File: src/rtl/core/pba_pkg.sv
// Shared types, codes and constants of the page bitmap allocator.
`timescale 1ns / 1ps
`default_nettype none

package pba_pkg;

    // Default geometry
    localparam int PAGES_DEF         = 1024;
    localparam int MAP_WORD_BITS_DEF = 32;

    // Bits of one map word examined per search cycle
    localparam int SCAN_BITS = 8;

    // Field widths
    localparam int REQ_W    = 3;
    localparam int PAGE_W   = 10;
    localparam int CNT_W    = 11;
    localparam int STAT_W   = 2;
    localparam int CFG_IX_W = 2;
    localparam int CFG_D_W  = 11;
    localparam int RLOW_W   = 11;
    localparam int KSTART_W = 11;
    localparam int KEND_W   = 10;

    // Stream widths; the data fields are padded to whole bytes
    localparam int IN_DATA_W  = 24;
    localparam int IN_USER_W  = 3;
    localparam int OUT_DATA_W = 16;
    localparam int OUT_USER_W = 2;

    // Request codes
    localparam logic [REQ_W-1:0] REQ_ALLOC  = 3'd0;
    localparam logic [REQ_W-1:0] REQ_FREE   = 3'd1;
    localparam logic [REQ_W-1:0] REQ_PROBE  = 3'd2;
    localparam logic [REQ_W-1:0] REQ_MARK   = 3'd3;
    localparam logic [REQ_W-1:0] REQ_UNMARK = 3'd4;
    localparam logic [REQ_W-1:0] REQ_INIT   = 3'd5;

    // Status codes
    localparam logic [STAT_W-1:0] ST_OK        = 2'd0;
    localparam logic [STAT_W-1:0] ST_NO_RUN    = 2'd1;
    localparam logic [STAT_W-1:0] ST_NOT_ALLOC = 2'd2;
    localparam logic [STAT_W-1:0] ST_BOUNDS    = 2'd3;

    // Configuration register indexes
    localparam logic [CFG_IX_W-1:0] CFG_RLOW   = 2'd0;
    localparam logic [CFG_IX_W-1:0] CFG_KSTART = 2'd1;
    localparam logic [CFG_IX_W-1:0] CFG_KEND   = 2'd2;

    // Configuration reset values
    localparam logic [RLOW_W-1:0]   RLOW_RST   = 11'd256;
    localparam logic [KSTART_W-1:0] KSTART_RST = 11'd768;
    localparam logic [KEND_W-1:0]   KEND_RST   = 10'd800;

    // Controller to datapath
    typedef struct packed {
        logic start;      // latch a new request
        logic rd_en;      // read one map word
        logic sweep;      // the read word is rewritten next cycle
        logic scan;       // run the search over one slice
        logic set_range;  // load the found run as the range to mark
        logic load_out;   // move the finished result to the output register
    } t_cmd;

    // Datapath to controller
    typedef struct packed {
        logic is_find;    // alloc or probe
        logic is_sweep;   // request rewrites the map
        logic is_alloc;
        logic found;      // search has hit a run
        logic eval_ok;    // found run passes the start and top checks
        logic out_free;   // output register can take a result
    } t_sts;

endpackage

`default_nettype wire

File: src/rtl/core/pba_ctrl.sv
// Sequencing state machine of the page bitmap allocator.
`timescale 1ns / 1ps
`default_nettype none

module pba_ctrl #(
    parameter int PAGES         = pba_pkg::PAGES_DEF,
    parameter int MAP_WORD_BITS = pba_pkg::MAP_WORD_BITS_DEF,
    localparam int WORDS = (PAGES + MAP_WORD_BITS - 1) / MAP_WORD_BITS,
    localparam int WAW   = (WORDS > 1) ? $clog2(WORDS) : 1,
    localparam int NCH   = MAP_WORD_BITS / pba_pkg::SCAN_BITS,
    localparam int CHW   = (NCH > 1) ? $clog2(NCH) : 1
) (
    input  wire logic          i_clk,
    input  wire logic          i_rst_n,
    input  wire logic          i_in_valid,
    output logic               o_in_ready,
    input  wire pba_pkg::t_sts i_sts,
    output pba_pkg::t_cmd      o_cmd,
    output logic [WAW-1:0]     o_rd_addr,
    output logic [CHW-1:0]     o_chunk
);

    localparam logic [2:0] S_IDLE   = 3'd0;
    localparam logic [2:0] S_DECODE = 3'd1;
    localparam logic [2:0] S_SCAN   = 3'd2;
    localparam logic [2:0] S_EVAL   = 3'd3;
    localparam logic [2:0] S_SWEEP  = 3'd4;
    localparam logic [2:0] S_DRAIN  = 3'd5;
    localparam logic [2:0] S_DONE   = 3'd6;

    localparam logic [WAW-1:0] LAST_WORD  = WAW'(WORDS - 1);
    localparam logic [CHW-1:0] LAST_CHUNK = CHW'(NCH - 1);

    logic [2:0]     r_state, n_state;
    logic [WAW-1:0] r_wa, n_wa;
    logic [CHW-1:0] r_ch, n_ch;

    assign o_in_ready = (r_state == S_IDLE);
    assign o_chunk    = r_ch;

    always_comb begin
        n_state   = r_state;
        n_wa      = r_wa;
        n_ch      = r_ch;
        o_cmd     = '0;
        o_rd_addr = r_wa;
        unique case (r_state)
            S_IDLE: begin
                if (i_in_valid) begin
                    o_cmd.start = 1'b1;
                    n_state     = S_DECODE;
                end
            end
            S_DECODE: begin
                n_wa = '0;
                n_ch = '0;
                if (i_sts.is_find) begin
                    o_cmd.rd_en = 1'b1;
                    o_rd_addr   = '0;
                    n_state     = S_SCAN;
                end else if (i_sts.is_sweep) begin
                    n_state = S_SWEEP;
                end else begin
                    n_state = S_DONE;
                end
            end
            S_SCAN: begin
                o_cmd.scan = 1'b1;
                if (i_sts.found) begin
                    n_state = S_EVAL;
                end else if (r_ch == LAST_CHUNK) begin
                    if (r_wa == LAST_WORD) begin
                        n_state = S_EVAL;
                    end else begin
                        // fetch the next word while the last slice is searched
                        o_cmd.rd_en = 1'b1;
                        o_rd_addr   = r_wa + 1'b1;
                        n_wa        = r_wa + 1'b1;
                        n_ch        = '0;
                    end
                end else begin
                    n_ch = r_ch + 1'b1;
                end
            end
            S_EVAL: begin
                n_wa = '0;
                if (i_sts.eval_ok && i_sts.is_alloc) begin
                    o_cmd.set_range = 1'b1;
                    n_state         = S_SWEEP;
                end else begin
                    n_state = S_DONE;
                end
            end
            S_SWEEP: begin
                o_cmd.rd_en = 1'b1;
                o_cmd.sweep = 1'b1;
                if (r_wa == LAST_WORD) begin
                    n_state = S_DRAIN;
                end else begin
                    n_wa = r_wa + 1'b1;
                end
            end
            S_DRAIN: begin
                n_state = S_DONE;
            end
            S_DONE: begin
                if (i_sts.out_free) begin
                    o_cmd.load_out = 1'b1;
                    n_state        = S_IDLE;
                end
            end
            default: begin
                n_state = S_IDLE;
            end
        endcase
    end

    always_ff @(posedge i_clk) begin
        if (!i_rst_n) begin
            r_state <= S_IDLE;
            r_wa    <= '0;
            r_ch    <= '0;
        end else begin
            r_state <= n_state;
            r_wa    <= n_wa;
            r_ch    <= n_ch;
        end
    end

endmodule

`default_nettype wire

File: src/rtl/core/pba_dpath.sv
// Datapath of the page bitmap allocator: map memory, search, range update, result.
`timescale 1ns / 1ps
`default_nettype none

module pba_dpath #(
    parameter int PAGES         = pba_pkg::PAGES_DEF,
    parameter int MAP_WORD_BITS = pba_pkg::MAP_WORD_BITS_DEF,
    localparam int WORDS = (PAGES + MAP_WORD_BITS - 1) / MAP_WORD_BITS,
    localparam int WAW   = (WORDS > 1) ? $clog2(WORDS) : 1,
    localparam int NCH   = MAP_WORD_BITS / pba_pkg::SCAN_BITS,
    localparam int CHW   = (NCH > 1) ? $clog2(NCH) : 1
) (
    input  wire logic                             i_clk,
    input  wire logic                             i_rst_n,
    input  wire pba_pkg::t_cmd                    i_cmd,
    input  wire logic [WAW-1:0]                   i_rd_addr,
    input  wire logic [CHW-1:0]                   i_chunk,
    output pba_pkg::t_sts                         o_sts,
    input  wire logic [pba_pkg::REQ_W-1:0]        i_req_type,
    input  wire logic [pba_pkg::PAGE_W-1:0]       i_start_page,
    input  wire logic [pba_pkg::CNT_W-1:0]        i_page_count,
    input  wire logic                             i_kernel_space,
    input  wire logic                             i_cfg_we,
    input  wire logic [pba_pkg::CFG_IX_W-1:0]     i_cfg_index,
    input  wire logic [pba_pkg::CFG_D_W-1:0]      i_cfg_data,
    input  wire logic                             i_out_ready,
    output logic                                  o_out_valid,
    output logic [pba_pkg::STAT_W-1:0]            o_status,
    output logic [pba_pkg::PAGE_W-1:0]            o_result_page
);

    localparam int W      = MAP_WORD_BITS;
    localparam int SB     = pba_pkg::SCAN_BITS;
    localparam int LOG_W  = $clog2(W);
    localparam int LOG_SB = $clog2(SB);
    localparam int PW     = $clog2(PAGES);
    // page arithmetic width: covers start + count and any page index
    localparam int SW     = ((PW > pba_pkg::CNT_W) ? PW : pba_pkg::CNT_W) + 1;
    localparam logic [SW-1:0] PAGES_S = SW'(PAGES);

    // map memory with one valid bit per word
    logic [W-1:0]     mem [WORDS];
    logic [WORDS-1:0] r_vld;
    logic [W-1:0]     r_rdata;
    logic             r_rvld;
    logic [WAW-1:0]   r_wa_q;
    logic             r_wv;

    // request
    logic [pba_pkg::REQ_W-1:0] r_req;
    logic [pba_pkg::CNT_W-1:0] r_cnt;
    logic                      r_ks;
    logic [SW-1:0]             r_lo, r_hi;
    logic                      r_err, n_err;

    // search
    logic [SW-1:0] r_run, n_run;
    logic [SW-1:0] r_at, n_at;
    logic          r_found, n_found;

    // configuration
    logic [pba_pkg::RLOW_W-1:0]   r_rlow;
    logic [pba_pkg::KSTART_W-1:0] r_kstart;
    logic [pba_pkg::KEND_W-1:0]   r_kend;

    // output register
    logic                       r_out_v;
    logic [pba_pkg::STAT_W-1:0] r_status, fin_status;
    logic [pba_pkg::PAGE_W-1:0] r_result, fin_result;

    logic [W-1:0]  rword, rng, ini, bad, below, clrm, wdata;
    logic [SW-1:0] cnt_x, word_base, scan_base, at_end;
    logic [SB-1:0] slice;
    logic          is_find, eval_ok;

    assign cnt_x     = SW'(r_cnt);
    assign rword     = r_rvld ? r_rdata : '0;
    assign word_base = SW'(r_wa_q) << LOG_W;
    assign scan_base = word_base + (SW'(i_chunk) << LOG_SB);
    assign slice     = rword[i_chunk*SB +: SB];
    assign at_end    = r_at + cnt_x;
    assign is_find   = (r_req == pba_pkg::REQ_ALLOC) || (r_req == pba_pkg::REQ_PROBE);
    assign eval_ok   = r_found && (r_at != '0) && (at_end < PAGES_S);

    always_comb begin
        o_sts.is_find  = is_find;
        o_sts.is_alloc = (r_req == pba_pkg::REQ_ALLOC);
        o_sts.found    = r_found;
        o_sts.eval_ok  = eval_ok;
        o_sts.out_free = !r_out_v || i_out_ready;
        unique case (r_req)
            pba_pkg::REQ_FREE,
            pba_pkg::REQ_INIT:   o_sts.is_sweep = 1'b1;
            pba_pkg::REQ_MARK:   o_sts.is_sweep = (r_hi < PAGES_S);
            pba_pkg::REQ_UNMARK: o_sts.is_sweep = (r_hi <= PAGES_S);
            default:             o_sts.is_sweep = 1'b0;
        endcase
    end

    // first-fit search over one slice, page by page
    always_comb begin
        n_run   = r_run;
        n_found = r_found;
        n_at    = r_at;
        for (int k = 0; k < SB; k++) begin : g_step
            logic [SW-1:0] pg;
            pg = scan_base + SW'(k);
            if (!n_found && (pg < PAGES_S)) begin
                if (slice[k]) begin
                    n_run = '0;
                end else begin
                    n_run = n_run + 1'b1;
                end
                if ((r_cnt != '0) && (n_run == cnt_x)) begin
                    n_found = 1'b1;
                    n_at    = pg + 1'b1 - cnt_x;
                end
            end
        end
    end

    // per-page range and init masks of the word in flight
    always_comb begin
        for (int j = 0; j < W; j++) begin : g_bit
            logic [SW-1:0] pg;
            pg     = word_base + SW'(j);
            rng[j] = (pg >= r_lo) && (pg < r_hi) && (pg < PAGES_S);
            if (r_ks) begin
                ini[j] = (pg < PAGES_S) && (pg <= SW'(r_kend) + 1'b1);
            end else begin
                ini[j] = (pg < PAGES_S) &&
                         ((pg < SW'(r_rlow)) || (pg >= SW'(r_kstart)));
            end
        end
    end

    // free stops at the first page in range that is not used
    assign bad   = rng & ~rword & {W{!r_err}};
    assign below = (bad - 1'b1) & ~bad;
    assign clrm  = rng & below & {W{!r_err}};

    always_comb begin
        n_err = r_err;
        unique case (r_req)
            pba_pkg::REQ_ALLOC,
            pba_pkg::REQ_MARK:   wdata = rword | rng;
            pba_pkg::REQ_UNMARK: wdata = rword & ~rng;
            pba_pkg::REQ_FREE: begin
                wdata = rword & ~clrm;
                if (bad != '0) begin
                    n_err = 1'b1;
                end
            end
            pba_pkg::REQ_INIT:   wdata = ini;
            default:             wdata = rword;
        endcase
    end

    always_comb begin
        fin_status = pba_pkg::ST_OK;
        fin_result = '0;
        unique case (r_req)
            pba_pkg::REQ_ALLOC,
            pba_pkg::REQ_PROBE: begin
                if (eval_ok) begin
                    fin_result = r_at[pba_pkg::PAGE_W-1:0];
                end else begin
                    fin_status = pba_pkg::ST_NO_RUN;
                end
            end
            pba_pkg::REQ_FREE: begin
                // pages past the top count as not used
                if (r_err || (r_hi > PAGES_S)) begin
                    fin_status = pba_pkg::ST_NOT_ALLOC;
                end
            end
            pba_pkg::REQ_MARK: begin
                if (r_hi >= PAGES_S) begin
                    fin_status = pba_pkg::ST_BOUNDS;
                end
            end
            pba_pkg::REQ_UNMARK: begin
                if (r_hi > PAGES_S) begin
                    fin_status = pba_pkg::ST_BOUNDS;
                end
            end
            default: begin
                fin_status = pba_pkg::ST_OK;
            end
        endcase
    end

    // memory: one read and one write port, registered read
    always_ff @(posedge i_clk) begin
        if (r_wv) begin
            mem[r_wa_q] <= wdata;
        end
        if (i_cmd.rd_en) begin
            r_rdata <= mem[i_rd_addr];
        end
    end

    always_ff @(posedge i_clk) begin
        if (!i_rst_n) begin
            r_vld  <= '0;
            r_rvld <= 1'b0;
            r_wv   <= 1'b0;
        end else begin
            if (r_wv) begin
                r_vld[r_wa_q] <= 1'b1;
            end
            if (i_cmd.rd_en) begin
                r_rvld <= r_vld[i_rd_addr];
            end
            r_wv <= i_cmd.rd_en && i_cmd.sweep;
        end
    end

    always_ff @(posedge i_clk) begin
        if (i_cmd.rd_en) begin
            r_wa_q <= i_rd_addr;
        end
        if (i_cmd.start) begin
            r_req <= i_req_type;
            r_cnt <= i_page_count;
            r_ks  <= i_kernel_space;
            r_lo  <= SW'(i_start_page);
            r_hi  <= SW'(i_start_page) + SW'(i_page_count);
            r_run <= '0;
            r_at  <= '0;
        end else if (i_cmd.set_range) begin
            r_lo <= r_at;
            r_hi <= at_end;
        end else if (i_cmd.scan) begin
            r_run <= n_run;
            r_at  <= n_at;
        end
        if (i_cmd.load_out) begin
            r_status <= fin_status;
            r_result <= fin_result;
        end
    end

    always_ff @(posedge i_clk) begin
        if (!i_rst_n) begin
            r_found  <= 1'b0;
            r_err    <= 1'b0;
            r_out_v  <= 1'b0;
            r_rlow   <= pba_pkg::RLOW_RST;
            r_kstart <= pba_pkg::KSTART_RST;
            r_kend   <= pba_pkg::KEND_RST;
        end else begin
            if (i_cmd.start) begin
                r_found <= 1'b0;
                r_err   <= 1'b0;
            end else begin
                if (i_cmd.scan) begin
                    r_found <= n_found;
                end
                if (r_wv) begin
                    r_err <= n_err;
                end
            end
            if (i_cmd.load_out) begin
                r_out_v <= 1'b1;
            end else if (i_out_ready) begin
                r_out_v <= 1'b0;
            end
            if (i_cfg_we) begin
                unique case (i_cfg_index)
                    pba_pkg::CFG_RLOW:   r_rlow   <= i_cfg_data;
                    pba_pkg::CFG_KSTART: r_kstart <= i_cfg_data;
                    pba_pkg::CFG_KEND:   r_kend   <= i_cfg_data[pba_pkg::KEND_W-1:0];
                    default:             r_rlow   <= r_rlow;
                endcase
            end
        end
    end

    assign o_out_valid   = r_out_v;
    assign o_status      = r_status;
    assign o_result_page = r_result;

endmodule

`default_nettype wire

File: src/rtl/core/page_bitmap_allocator_unit.sv
// Top level of the page bitmap allocator: stream ports, config port, controller and datapath.
`timescale 1ns / 1ps
`default_nettype none

// Page bitmap allocator. Keeps one used/free bit per page in a map memory of
// PAGES/MAP_WORD_BITS words, rounded up, and serves one request per input word: alloc
// (first-fit search, then mark), probe (search only), free (clear until the
// first page that is not used), mark used, mark free and init (clear the map
// and mark the reserved pages). Each request gives exactly one output word,
// carrying a status and a page number. Requests are handled one at a time.
// What each request spends its time on before the result is ready:
//   free, mark, mark free and init: the one-word-per-cycle read-modify-write
//     sweep of the map; out-of-bounds marks and unknown codes skip it.
//   probe: the search, which walks 8 pages per cycle; it stops early at
//     the first fitting run.
//   alloc: the search, then the marking sweep if the found run passes the checks.
// The output register lets the next request start while a result waits.
// The map is clear after reset through per-word valid bits; no clearing
// pass is needed. Configuration writes are always taken (o_cfg_ready is
// high) and must only come while the block is idle.

module page_bitmap_allocator_unit #(
    parameter int PAGES         = pba_pkg::PAGES_DEF,
    parameter int MAP_WORD_BITS = pba_pkg::MAP_WORD_BITS_DEF
) (
    input  wire logic                            i_clk,
    input  wire logic                            i_rst_n,
    // request stream
    input  wire logic                            s_axis_tvalid,
    output logic                                 s_axis_tready,
    // [9:0] start_page, [20:10] page_count, [21] kernel_space, [23:22] zero
    input  wire logic [pba_pkg::IN_DATA_W-1:0]   s_axis_tdata,
    // [2:0] req_type
    input  wire logic [pba_pkg::IN_USER_W-1:0]   s_axis_tuser,
    // result stream
    output logic                                 m_axis_tvalid,
    input  wire logic                            m_axis_tready,
    // [9:0] result_page, [15:10] zero
    output logic [pba_pkg::OUT_DATA_W-1:0]       m_axis_tdata,
    // [1:0] status
    output logic [pba_pkg::OUT_USER_W-1:0]       m_axis_tuser,
    // configuration writes
    input  wire logic                            i_cfg_valid,
    output logic                                 o_cfg_ready,
    input  wire logic [pba_pkg::CFG_IX_W-1:0]    i_cfg_index,
    input  wire logic [pba_pkg::CFG_D_W-1:0]     i_cfg_data
);

    localparam int WORDS = (PAGES + MAP_WORD_BITS - 1) / MAP_WORD_BITS;
    localparam int WAW   = (WORDS > 1) ? $clog2(WORDS) : 1;
    localparam int NCH   = MAP_WORD_BITS / pba_pkg::SCAN_BITS;
    localparam int CHW   = (NCH > 1) ? $clog2(NCH) : 1;

    pba_pkg::t_cmd              cmd;
    pba_pkg::t_sts              sts;
    logic [WAW-1:0]             rd_addr;
    logic [CHW-1:0]             chunk;
    logic [pba_pkg::STAT_W-1:0] status;
    logic [pba_pkg::PAGE_W-1:0] result_page;

    assign o_cfg_ready = 1'b1;

    pba_ctrl #(
        .PAGES         (PAGES),
        .MAP_WORD_BITS (MAP_WORD_BITS)
    ) u_ctrl (
        .i_clk      (i_clk),
        .i_rst_n    (i_rst_n),
        .i_in_valid (s_axis_tvalid),
        .o_in_ready (s_axis_tready),
        .i_sts      (sts),
        .o_cmd      (cmd),
        .o_rd_addr  (rd_addr),
        .o_chunk    (chunk)
    );

    pba_dpath #(
        .PAGES         (PAGES),
        .MAP_WORD_BITS (MAP_WORD_BITS)
    ) u_dpath (
        .i_clk          (i_clk),
        .i_rst_n        (i_rst_n),
        .i_cmd          (cmd),
        .i_rd_addr      (rd_addr),
        .i_chunk        (chunk),
        .o_sts          (sts),
        .i_req_type     (s_axis_tuser[2:0]),
        .i_start_page   (s_axis_tdata[9:0]),
        .i_page_count   (s_axis_tdata[20:10]),
        .i_kernel_space (s_axis_tdata[21]),
        .i_cfg_we       (i_cfg_valid),
        .i_cfg_index    (i_cfg_index),
        .i_cfg_data     (i_cfg_data),
        .i_out_ready    (m_axis_tready),
        .o_out_valid    (m_axis_tvalid),
        .o_status       (status),
        .o_result_page  (result_page)
    );

    assign m_axis_tdata = {{(pba_pkg::OUT_DATA_W - pba_pkg::PAGE_W){1'b0}}, result_page};
    assign m_axis_tuser = status;

endmodule

`default_nettype wire

File: config.mk
export PLATFORM = sky130hd
export DESIGN_NAME = page_bitmap_allocator_unit
export DESIGN_NICKNAME = d
export VERILOG_FILES = /design/src/rtl/core/pba_pkg.sv /design/src/rtl/core/pba_ctrl.sv /design/src/rtl/core/pba_dpath.sv /design/src/rtl/core/page_bitmap_allocator_unit.sv
export SDC_FILE = /design/constraint.sdc
export NUM_CORES = 2
export LEC_CHECK = 0
export BUFFER_PORTS_ARGS = -buffer_cell sky130_fd_sc_hd__clkbuf_2
export CAP_MARGIN = 10
export CORE_MARGIN = 2
export CORE_UTILIZATION = 50
export CTS_CLUSTER_DIAMETER = 30
export DETAILED_ROUTE_END_ITERATION = 10
export PLACE_DENSITY_LB_ADDON = 0.15
export REMOVE_ABC_BUFFERS = 1
export SYNTH_ARGS = -nofsm -noshare
export SYNTH_HDL_FRONTEND = slang
export SYNTH_HIERARCHICAL = 1
export SYNTH_SLANG_ARGS = --single-unit
export TNS_END_PERCENT = 100
File: constraint.sdc
create_clock -name i_clk -period 25 [get_ports i_clk]
set_clock_uncertainty 0.2 [all_clocks]
set_input_delay 1.25 -clock i_clk [delete_from_list [all_inputs] [get_ports i_clk]]
set_output_delay 1.25 -clock i_clk [all_outputs]
set_load 0.01 [all_outputs]
### Word-level counts from Yosys, hierarchy flattened

Memory sizes are Yosys's and may differ from the RTL's. A register that Yosys moved wholly into a read port is not among the register bits.
Cells that the tools add are included.

* register bits: 159
* latch bits: 0
* memory bits (writable): 1024
* memory bits (read-only): 0
* input port bits: 45
* output and inout bits: 21
* word-level logic and storage cells: 704
* memories: 1

Memory list
* u_dpath.mem: depth 32, width 32, read ports 1, clocked after Yosys merged registers in 1, write ports 1, RTL line pba_dpath.sv:42 `logic [W-1:0] mem [WORDS];`

* add/subtract/negate cells: 68
* $mul: 0
* divide/modulo/power cells: 0
* magnitude comparators: 208
* equality and inequality tests: 30
* shift-type cells: 1
* mux-type cells: 141
* bitwise operators: 15
* reductions and logical operators: 217

Operator list (count)
* 12-bit two-way mux: 42
* 12-bit by 11-bit less-than comparator with 1-bit output (second input constant): 41
* 11-bit by 12-bit greater-or-equal comparator with 1-bit output: 31
* 12-bit by 11-bit greater-or-equal comparator with 1-bit output: 31
* 12-bit <= comparator: 31
* 12-bit by 11-bit less-than comparator with 1-bit output: 31
* 12-bit less-than comparator: 31
* 32-bit bitwise AND: 7
* 12-bit by 1-bit adder with 12-bit output (second input constant): 16
* 10-bit by 5-bit adder with 11-bit output (second input constant): 16
* 1-bit logical AND: 149
* 32-bit inverter: 4
* 32-bit one-hot mux with 4 select lines: 1
* 12-bit by 11-bit equality test with 1-bit output: 8
* 12-bit by 11-bit subtractor with 12-bit output: 8
* 10-bit by 4-bit adder with 11-bit output (second input constant): 8
* 1-bit two-way mux: 67
* 32-bit bitwise OR: 2
* 12-bit by 3-bit adder with 12-bit output (second input constant): 4
* 10-bit by 3-bit adder with 11-bit output (second input constant): 4
* 1-bit logical OR: 35
* 32-bit two-way mux: 1
* 32-bit nonzero test: 1
* 32-bit by 6-bit variable part select with 8-bit output: 1
* 54 further kinds: 110

### Logic depth before layout (Yosys ltp)

* word-level depth: 57
* depth in mapped cells: 65
* depth with buffers taken out: 53

### By module

Netlist, hierarchy kept.

By module, submodules not included
* pba_dpath: instances 1, cells an instance 4670, area an instance 62148.4 sq um, sequential area each 35233.8 sq um
* pba_ctrl: instances 1, cells an instance 120, area an instance 898.4 sq um, sequential area each 200.2 sq um
* page_bitmap_allocator_unit: instances 1, cells an instance 9, area an instance 60.1 sq um, sequential area each 0.0 sq um

### Worst setup path after synthesis

No wires, ideal clock.

* kind: reg-to-reg
* start point: reg u_dpath/r_cnt[1] (netlist name)
* end point: reg u_dpath.r_at[10]
* library setup time: 0.116 ns
* arrival: 12.755 ns
* path slack: 11.929 ns
* stages on the path, launching flop included: 62
* path buffers: 13
* clock period less this slack: 13.071 ns
* path through: edfxtp_1 > clkbuf_1 > inv_1 > clkbuf_1 > ha_1 > nor2b_1 > nand4_1 > o211a_1 > o2111ai_1 > and4b_1 > buf_2 > a31oi_1 > buf_4 > buf_2 > a21oi_1 > ha_1 > o211ai_1 > a211oi_1 > (+26 left out) > nand2_1 > o21ai_0 > ha_1 > nand3_1 > nor3_1 > nand3_1 > o22a_1 > nor3_1 > nand2_1 > o221a_2 > nor3b_1 > a211oi_1 > nor4_2 > nand3_1 > nor4_4 > nand2_1 > a311o_1 > a31o_1

* word-level cells in the longest chain between the ends: 38
* elaborated cells between the ends (all ways): 101
* those cells by class: 15 x add/sub; 1 x order compare; 8 x eq/ne; 50 x mux; 1 x bitwise; 26 x reduce/logical

RTL lines
* start: declaration: RTL line pba_dpath.sv:51 `logic [pba_pkg::CNT_W-1:0] r_cnt;`
* start signal: assignment: RTL line pba_dpath.sv:225 `r_cnt <= i_page_count;`
* branches (longest 38 deep; another with 12-bit by 1-bit adder with 12-bit output)
* end signal: assignment: RTL line pba_dpath.sv:236 `r_at <= n_at;`
* end: declaration: RTL line pba_dpath.sv:58 `logic [SW-1:0] r_at, n_at;`

Several ways; the timed one is not identified. The select of a mux whose other input is x is not followed.
A chain may end at the register's enable or synchronous reset.

### Worst setup path in the final report

* start point: reg u_ctrl.r_ch[0] (netlist: u_ctrl/o_chunk[0])
* end point: reg u_dpath.r_at[10]

* word-level cells in the longest chain between the ends: 41
* elaborated cells between the ends (all ways): 123
* those cells by class: 30 x add/sub; 8 x order compare; 8 x eq/ne; 1 x shift; 53 x mux; 23 x reduce/logical

RTL lines
* start: declaration: RTL line pba_ctrl.sv:36 `logic [CHW-1:0] r_ch, n_ch;`
* start signal: assignment: RTL line pba_ctrl.sv:126 `r_ch <= n_ch;`
* branches (longest 40 deep; another with 12-bit by 11-bit less-than comparator with 1-bit output)
* 12-bit two-way mux *: RTL line pba_dpath.sv:108 `if (!n_found && (pg < PAGES_S)) begin`

Mark *: on every way between the ends. The select of a mux whose other input is x is not followed.

==> impl_metrics.prom <==
# TYPE chip_impl_metric gauge
chip_impl_info{name="status",value="finished, final reports clean"} 1
chip_impl_metric{name="viasPerCell",unit=""} 6.669
chip_impl_metric{name="drc",unit=""} 0
chip_impl_metric{name="finalHoldViolations",unit=""} 0
chip_impl_metric{name="timing.hold.worst_path_depth",unit=""} 1
chip_impl_info{name="worst_hold_path_type",value="reg -> reg"} 1
chip_impl_metric{name="cts.path.max_buffers",unit=""} 3
chip_impl_metric{name="switching_component_of_the_power",unit="mW"} 3.895
chip_impl_metric{name="cell_count_after_synthesis",unit=""} 4799
chip_impl_info{name="grt_setup_unrepaired",value="no"} 1
chip_impl_metric{name="comb_power_share",unit=""} 0.408
chip_impl_metric{name="swShare",unit=""} 0.3817
chip_impl_info{name="cp_slowest_cell",value="sky130_fd_sc_hd__o32ai_1"} 1
chip_impl_metric{name="final_max_slew_viol_count",unit=""} 0
chip_impl_metric{name="tritoncts_sink_count",unit=""} 1215
chip_impl_metric{name="cts-htree-levels",unit=""} 4
chip_impl_info{name="worstHoldStart",value="u_dpath/r_vld[7]"} 1
chip_impl_info{name="min_delay_worst_endpoint",value="u_dpath/r_vld[7]"} 1
chip_impl_metric{name="floorplan.die_area",unit="µm²"} 129100
chip_impl_info{name="timing.setup.critical_path_class",value="reg -> reg"} 1
chip_impl_metric{name="grt_max_degree",unit=""} 78
chip_impl_metric{name="timing.final.setup_violations",unit=""} 0
chip_impl_metric{name="async_reset_ff_frac",unit=""} 0
chip_impl_metric{name="fin_crit_sh",unit=""} 0.6397
chip_impl_info{name="layout.cells.most_common",value="sky130_fd_sc_hd__edfxtp_1"} 1
chip_impl_metric{name="timing.fmax",unit="GHz"} 0.06253
chip_impl_metric{name="finalWirelength",unit="µm"} 204700
chip_impl_metric{name="floorplan.io_pins",unit=""} 66
chip_impl_info{name="worstSetupStartpointType",value="flip-flop"} 1
chip_impl_metric{name="synth_area_per_cell",unit="µm²"} 13.15
chip_impl_metric{name="timing_worst_slew_pin_value",unit="ns"} 1.201
chip_impl_info{name="yosys-top-cells-area",value="sky130_fd_sc_hd__edfxtp_1 53%, sky130_fd_sc_hd__mux4_2 12%, sky130_fd_sc_hd__dfxtp_1 3.3%"} 1
chip_impl_metric{name="placement.io_buffers",unit=""} 56
chip_impl_info{name="commonest_cells_after_routing_fill_and_taps_aside",value="1110 x sky130_fd_sc_hd__edfxtp_1, 343 x sky130_fd_sc_hd__nand2_1, 330 x sky130_fd_sc_hd__mux4_2, 292 x sky130_fd_sc_hd__a21oi_1, 267 x sky130_fd_sc_hd__nor2_1"} 1
chip_impl_metric{name="grt.overflow.total",unit=""} 0
chip_impl_metric{name="tns",unit="ns"} 0
chip_impl_metric{name="antenna_violating_nets_post_route",unit=""} 0
chip_impl_metric{name="timing.slew.headroom",unit=""} 0.1788
chip_impl_metric{name="first_global_vias",unit=""} 43130
chip_impl_info{name="synth_top_flop_cell",value="sky130_fd_sc_hd__edfxtp_1"} 1
chip_impl_metric{name="grt_usage",unit=""} 0.3133
chip_impl_metric{name="post_cts_buffers",unit=""} 0
chip_impl_metric{name="die_w",unit="µm"} 359.3
chip_impl_info{name="cpMostUsedCell",value="sky130_fd_sc_hd__nand3_1"} 1
chip_impl_metric{name="synth_enable_flop_cells",unit=""} 1110
chip_impl_metric{name="cts.clk_slew.worst_paths",unit="ns"} 0.05
chip_impl_metric{name="num_vias",unit=""} 45240
chip_impl_metric{name="power-per-cell-area",unit="nW/µm²"} 138.0
chip_impl_metric{name="hold_buffers",unit=""} 0
chip_impl_metric{name="leakagePower",unit="nW"} 24.62
chip_impl_metric{name="drt_iter0_markers",unit=""} 5707
chip_impl_metric{name="cp.arrival",unit="ns"} 16.51
chip_impl_metric{name="initial_antenna_violation_count",unit=""} 5
chip_impl_metric{name="worst_path_largest_cell_delay",unit="ns"} 0.78
chip_impl_metric{name="cp_max_fo",unit=""} 40
chip_impl_metric{name="gpl.final_weighted_congestion",unit=""} 0.9746
chip_impl_metric{name="synth.ff_latch_count",unit=""} 1215
chip_impl_metric{name="std_cell_rows",unit=""} 130
chip_impl_info{name="critPathCaptureType",value="flip-flop"} 1
chip_impl_metric{name="syn-cell-area",unit="µm²"} 63110
chip_impl_metric{name="layout_cells_sized_above_1",unit=""} 0.2257
chip_impl_metric{name="vdd_ir_drop_max",unit="V"} 0.0001215
chip_impl_info{name="worst_r2r_startpoint",value="u_ctrl/o_chunk[0]"} 1
chip_impl_metric{name="effective_utilization_at_floorplan",unit=""} 0.5032
chip_impl_metric{name="grt_first_pass_wirelength",unit="µm"} 297700
chip_impl_metric{name="drt_pass1_iterations",unit=""} 8
chip_impl_metric{name="synthesis.yosys.warnings",unit=""} 6
chip_impl_metric{name="detailedPlacementHpwl",unit="µm"} 123400
chip_impl_metric{name="num-nets-final",unit=""} 5069
chip_impl_metric{name="clock_power_share",unit=""} 0.321
chip_impl_metric{name="seq_area_frac_synth",unit=""} 0.5615
chip_impl_info{name="reg2reg_to",value="u_dpath/r_at[10]"} 1
chip_impl_metric{name="total_internal_power",unit="mW"} 6.310
chip_impl_metric{name="worst-r2r-cell-count",unit=""} 51
chip_impl_metric{name="clk_latency",unit="ns"} 0.86
chip_impl_metric{name="worst_hold_slack",unit="ns"} 0.2622
chip_impl_info{name="clockRootBuffer",value="sky130_fd_sc_hd__clkbuf_16"} 1
chip_impl_metric{name="synth_largest_type_area_fraction",unit=""} 0.5282
chip_impl_metric{name="chipHeight",unit="µm"} 359.3
chip_impl_metric{name="route.detailed.wl_per_inst",unit="µm"} 30.17
chip_impl_metric{name="min_period",unit="ns"} 15.99
chip_impl_metric{name="wp_data_required",unit="ns"} 25.52
chip_impl_metric{name="seqPwrFrac",unit=""} 0.271
chip_impl_metric{name="core_region_area",unit="µm²"} 125400
chip_impl_metric{name="cts_inserted_buffers",unit=""} 231
chip_impl_metric{name="post_cts.resized_instances",unit=""} 0
chip_impl_metric{name="rrSetupSlack",unit="ns"} 9.01
chip_impl_info{name="cts_tree",value="yes"} 1
chip_impl_metric{name="area_added_between_synthesis_and_finish",unit="%"} 17.20
chip_impl_info{name="synth_top_cell_by_area",value="sky130_fd_sc_hd__edfxtp_1"} 1
chip_impl_metric{name="cap_viol_max_count",unit=""} 0
chip_impl_metric{name="synth.distinct_cells",unit=""} 136
==> metrics by stage <==
stage / cells / util / setup WS [ns] / power (mW) / cell area [µm²]
2_1_floorplan: 4497 / - / 10.39 / 5.777 / 61690
3_3_place_gp: 6336 / 0.5223 / 9.469 / 6.819 / 65500
3_5_place_dp: 6336 / 0.5223 / 9.310 / 6.853 / 65500
4_1_cts: 6775 / 0.5892 / 9.328 / 10.15 / 73890
5_1_grt: 6783 / 0.5898 / 7.832 / 10.67 / 73960
6_report: 6784 / 0.5898 / 9.007 / 10.21 / 73960
==> per-layer routing <==
layer | vias up | GRT usage | routed length [µm]
met3 | 429 | 0.05170 | 16530
met2 | 2328 | 0.4944 | 96300
li1 | 19460 | - | -
met4 | 2 | 0.1364 | 8980
met1 | 23030 | 0.4312 | 82850
met5 | - | 0 | 17
==> worst max-delay path by stage <==
stage	startpoint	to	slack [ns]	cells after the start
floorplan	u_dpath/r_rvld	u_dpath/r_at[7]	10.39	49
global placement	u_ctrl/o_chunk[0]	u_dpath/r_at[10]	9.47	51
detailed placement	u_ctrl/o_chunk[0]	u_dpath/r_at[10]	9.31	51
CTS	u_ctrl/o_chunk[0]	u_dpath/r_at[10]	9.33	51
global route	u_ctrl/o_chunk[0]	u_dpath/r_at[10]	7.83	52
finish	u_ctrl/o_chunk[0]	u_dpath/r_at[10]	9.01	51
==> logic make-up after synthesis <==
group           after synthesis  synth area share
flops                      1215            0.5615
xor+xnor                    123           0.01772
buf+inv                     431           0.03006
other cells                   2         0.0001190
fa+ha+maj                   100           0.02090
simple gates               1278            0.1016
compound gates             1209            0.1314
mux                         441            0.1367
==> power groups by stage <==
stage	registers (mW)	clock network, mW	logic (mW)
floorplan	2.79	0	2.99
global placement	2.80	0	4.02
detailed placement	2.80	0	4.05
CTS	2.76	3.31	4.08
global route	2.77	3.41	4.49
finish	2.77	3.28	4.16
==> synthesized netlist by cell type, drive strengths merged, types with 55 or more instances <==
library cell  instances
a211oi               72
nor2                303
nand2               344
dfxtp               105
o21ai               231
inv                 120
mux4                330
ha                   91
buf                 122
nand3               133
mux2i                55
a21oi               305
edfxtp             1110
mux2                 56
clkbuf              184
nor3                114
xnor2                85
==> registers in the layout, summed over array words and instances (netlist names), 3 cells and up <==
register,count
u_dpath/mem,1024
u_dpath/r_rdata,32
u_dpath/r_vld,32
u_dpath/r_at,12
u_dpath/r_hi,12
u_dpath/r_lo,12
u_dpath/r_run,12
u_dpath/r_cnt,11
u_dpath/r_kstart,11
u_dpath/r_rlow,11
u_dpath/o_result_page,10
u_dpath/r_kend,10
u_ctrl/r_wa,5
u_dpath/r_wa_q,5
u_ctrl/r_state,3
u_dpath/r_req,3
==> cell type report <==
type	count	area (µm²)
fillers	9717	51450
flip-flops and latches	1215	35440
multi-input cells	3158	26260
clock buffers	257	5983
clock inverters	182	2400
well taps	1650	2064
repair buffers	194	1344
inverters	124	465.4
diodes	4	10.01
==> critical path, delay by kind of cell, from the launching register on <==
family	cells	cell delay (ns)
and+or+nand+nor	20	5.21
xor gates and xnor gates	2	0.33
DFF	1	0.60
AOI/OAI and AO/OA	18	5.53
adders and majority gates	3	1.06
buffers and inverters	5	1.46
muxes	3	1.50
Note: power is estimated with default switching activity, not from simulation.
